--- config.mk ---
export PLATFORM = sky130hd
export DESIGN_NAME = edff_cell
export DESIGN_NICKNAME = d
export VERILOG_FILES = /design/src/edff_pkg.sv /design/src/edff_cell.sv
export SDC_FILE = /design/constraint.sdc
export NUM_CORES = 1
export LEC_CHECK = 0
export BUFFER_PORTS_ARGS = -buffer_cell sky130_fd_sc_hd__clkbuf_2
export CORE_AREA = 5 5 139 141
export CTS_BUF_LIST = sky130_fd_sc_hd__clkbuf_8
export DETAILED_ROUTE_END_ITERATION = 8
export DIE_AREA = 0 0 144 146
export HOLD_SLACK_MARGIN = 0.08
export PLACE_DENSITY = 0.71
export SLEW_MARGIN = 20
export SYNTH_ARGS = -nofsm -noshare
export SYNTH_HDL_FRONTEND = slang
export SYNTH_SLANG_ARGS = --single-unit
--- constraint.sdc ---
create_clock -name clk -period 2.5 [get_ports clk]
set_clock_uncertainty 0.15 [all_clocks]
set_input_delay 0.25 -clock clk [delete_from_list [all_inputs] [get_ports clk]]
set_output_delay 0.25 -clock clk [all_outputs]
set_load 0.01 [all_outputs]
--- src/edff_pkg.sv ---
// Shared types, constants and helper functions for the event duplicate filter.
// Used by the history cells, the match reduction tree, the core and its checker.
package edff_pkg;

	localparam int KEY_W             = 120;
	localparam int HISTORY_DEPTH_DEF = 512;
	localparam int TREE_RADIX        = 8;

	typedef logic [KEY_W-1:0] key_t;

	typedef struct packed {
		logic [31:0]        frame_stamp;
		logic signed [63:0] event_time;
		logic [7:0]         event_kind;
		logic [15:0]        packet_number;
		logic               last_in_log;
	} in_t;

	typedef struct packed {
		logic keep;
		logic log_has_kept;
	} out_t;

	function automatic key_t make_key(input in_t item);
		make_key = {item.event_kind, item.packet_number, item.frame_stamp, item.event_time};
	endfunction

	// Number of registered OR levels needed to fold depth match bits into one.
	function automatic int tree_levels(input int depth);
		int span;
		int lv;
		span = 1;
		lv   = 0;
		while (span < depth) begin
			span = span * TREE_RADIX;
			lv   = lv + 1;
		end
		tree_levels = lv;
	endfunction

endpackage

--- src/edff_cell.sv ---
// One history cell: holds a key and its valid flag, compares it with an
// incoming key and passes its contents to the next cell. Depends on edff_pkg.
module edff_cell (
	input  logic         clk,
	input  logic         arst_n,
	input  logic         cmp_en,
	input  edff_pkg::key_t cmp_key,
	input  logic         shift_en,
	input  edff_pkg::key_t key_in,
	input  logic         valid_in,
	output edff_pkg::key_t key_out,
	output logic         valid_out,
	output logic         match
);
	import edff_pkg::*;

	key_t key_q;
	logic valid_q;
	logic match_q;

	always_ff @(posedge clk or negedge arst_n) begin
		if (!arst_n) begin
			valid_q <= 1'b0;
		end else if (shift_en) begin
			valid_q <= valid_in;
		end
	end

	always_ff @(posedge clk) begin
		if (shift_en) begin
			key_q <= key_in;
		end
		if (cmp_en) begin
			match_q <= valid_q && (key_q == cmp_key);
		end
	end

	assign key_out   = key_q;
	assign valid_out = valid_q;
	assign match     = match_q;

endmodule

==> metrics <==
most frequent cells in the layout=clkbuf_2, dlygate4sd3_1, edfxtp_1; min Tclk post-route=2.384 ns; Yosys reg bits=122; Die Area=21020 µm²; outcome=complete, no violations; Cells after DPL=950; synthesized netlist net count=596; Int Pwr=3.857 mW; largest family of logic cells by synthesized area=simple AND/OR/NAND/NOR gates; crit-path leading delay family=simple AND/OR/NAND/NOR gates; final setup fails=0; ANT cells=0; Arr. time, crit path=2.49 ns; WP data required=2.60 ns; CTS H-tree lvls=4; Via Count=4888; final instance area=9090 µm²; Final Hold Viols=0; clock tree buffer depth=2; switch share=27.54%; async set-or-reset flop fraction in the synthesized netlist=0.8197%; commonest non-fill, non-tap cell in the layout=clkbuf_2; first-pass GRT wire length=31.03 mm; Port Buffers=366; Min-Delay Path Depth=1; largest net degree at the start of global routing=47; Critical Path Source=key_out[91]; r2r setup slk=0.12 ns; Worst path max stage delay=0.55 ns; drt pass-1 iters=4; WS Path Type=reg2reg; dpl hpwl=16.90 mm; Clock power frac=33.9%; Synth Cell Area=5288 µm²; P&R area growth vs syn=71.91%; num rows=49; post-synthesis cell type count=23; fmax=419.5 MHz; Total GRT Usage=20.09%; routed wire length=21.53 mm; critical-path cell list=nor2b_1 > a2111o_1 > nor4_1 > nand4_1 > nor4_2; worst hold path class=in2reg; reg2reg start=key_out[91]; Iteration-0 DRC Markers=226; Routability Congestion=0.8179; Area after DPL=7451 µm²; Slew @ Worst Pin=0.6689 ns; RSZ-0062 raised after global routing=no; slowest CP cell=nor4_1; Top FF cell, synth=edfxtp_1; num ports=367; fin util=50.95%; gr ovfl total=0; DRC=0; Crit. End Element=register; Max IR drop VDD=0.4058 mV; simple-gate share of the synthesized area=11.88%; clk sink count=122; Final TNS setup=0 ns; CTS tree=built; combinational power share=18.1%; Post-synth EDFFs=121; Vias/cell=4.420; Crit Reg-Reg Endpoint=match; Critical Path Start Type=register; Initial Util=29.64%; vias in the first global route=5461; layout cells sized above 1=46.29%; clk_lat worst skew=0.44 ns; power density over the cells=585.7 nW/µm²; Max-cap violations=0; Worst Setup EP=match; relative slew slack=55.00%; drt wl/cell=19.47 µm; Critical Path Fanout Max=3; Root Buffer=clkbuf_8; Die X=144 µm; CTS buffer count=17; mux contribution to synthesized area=0.2130%; ANT nets after route=0; Buf/Inv on CP=0; Synth Area in Adders=0%; Synth Area in Compound Gates=6.247%; NumNets Final=1109; Hold Slack=0.1785 ns; cells on worst reg2reg path=5; Synth Area in XOR/XNOR=10.27%; net switching power figure=1.466 mW; initial antenna violation count=0; Die H=146 µm; syn_area_per_cell=15.06 µm²; sequential share of the synthesized area=69.19%; Clock Pin Slew Worst Setup and Hold Paths=0.08 ns; Lkg Pwr=4.037 nW; Ys Warns=0; CORE AREA=17840 µm²; period utilization=95.35%; max-slew violations=0; Synth Instances=351; Seq pwr share=48.0%; Non-Filler Instances=1106; Crit path depth=5
[layer usage]
layer / global-route usage [%] / wire length, µm / up-vias
li1: - / - / 2355
met3: 6.474 / 1791 / 16
met5: 0 / 0 / -
met4: 4.331 / 234 / 0
met2: 36.45 / 11430 / 219
met1: 22.81 / 8077 / 2298
[worst min-delay path by stage]
| stage | to | slack [ns] | start |
|---|---|---|---|
| final | key_out[76] | 0.18 | shift_en |
| after global routing | key_out[76] | 0.17 | shift_en |
| after CTS | key_out[76] | 0.18 | shift_en |
| after detailed placement | valid_out | -0.12 | arst_n |
| after global placement | valid_out | -0.12 | arst_n |
| after floorplan | valid_out | -0.20 | arst_n |
[logic make-up (layout without fill, tap and decap cells)]
group           after synthesis  after routing
compound gates               37             37
mux                           1              1
flops                       122            122
simple gates                 98             98
buf+inv                      31            557
xor+xnor                     62             62
[per-stage QoR]
stage	power (mW)	setup WS (ns)
CTS	5.373	0.1608
global placement	3.394	0.2203
floorplan	2.880	0.6036
detailed placement	3.409	0.1734
finish	5.324	0.1162
global route	5.565	0.03533
[repair_timing]
item                                   CTS  global route
hold buffers                           124             0
endpoints found under the hold margin  123             0
setup buffers                            0             0
resized for setup                        0             0
[final cells by class]
type,instances,area (µm²)
clock buffers,17,234.0
clock inverters,15,163.9
fillers,1533,8751
inverters,31,116.4
multi-input cells,198,1513
flip-flops and latches,122,3659
well taps,229,286.5
repair buffers,494,3118
[sequential cells by signal, summed over array words and instances, names as in the netlist]
signal,count
valid_out,1
key_out,120
match,1
[power by group through the flow]
stage | logic, mW | registers, mW | clock network [mW]
3_3_place_gp | 0.804 | 2.59 | 0
5_1_grt | 1.04 | 2.58 | 1.95
2_1_floorplan | 0.223 | 2.66 | 0
4_1_cts | 0.970 | 2.55 | 1.85
6_report | 0.964 | 2.56 | 1.80
3_5_place_dp | 0.810 | 2.60 | 0
[synthesized netlist by cell type (2+ instances only)]
cell type | number | area [µm²]
nand2b_1 | 31 | 193.9
xnor2_1 | 49 | 429.2
nand2_1 | 2 | 7.510
o22ai_1 | 6 | 37.54
a22o_1 | 3 | 26.28
inv_1 | 31 | 116.4
edfxtp_1 | 121 | 3633
nor4_1 | 12 | 75.07
a22oi_1 | 2 | 15.01
nor4_2 | 3 | 37.54
xor2_1 | 13 | 113.9
a2111o_1 | 11 | 123.9
nor2b_1 | 33 | 206.5
o221ai_1 | 3 | 26.28
nand4_1 | 14 | 87.58
o2111ai_1 | 10 | 87.58
(Power assumes the default switching activity.)
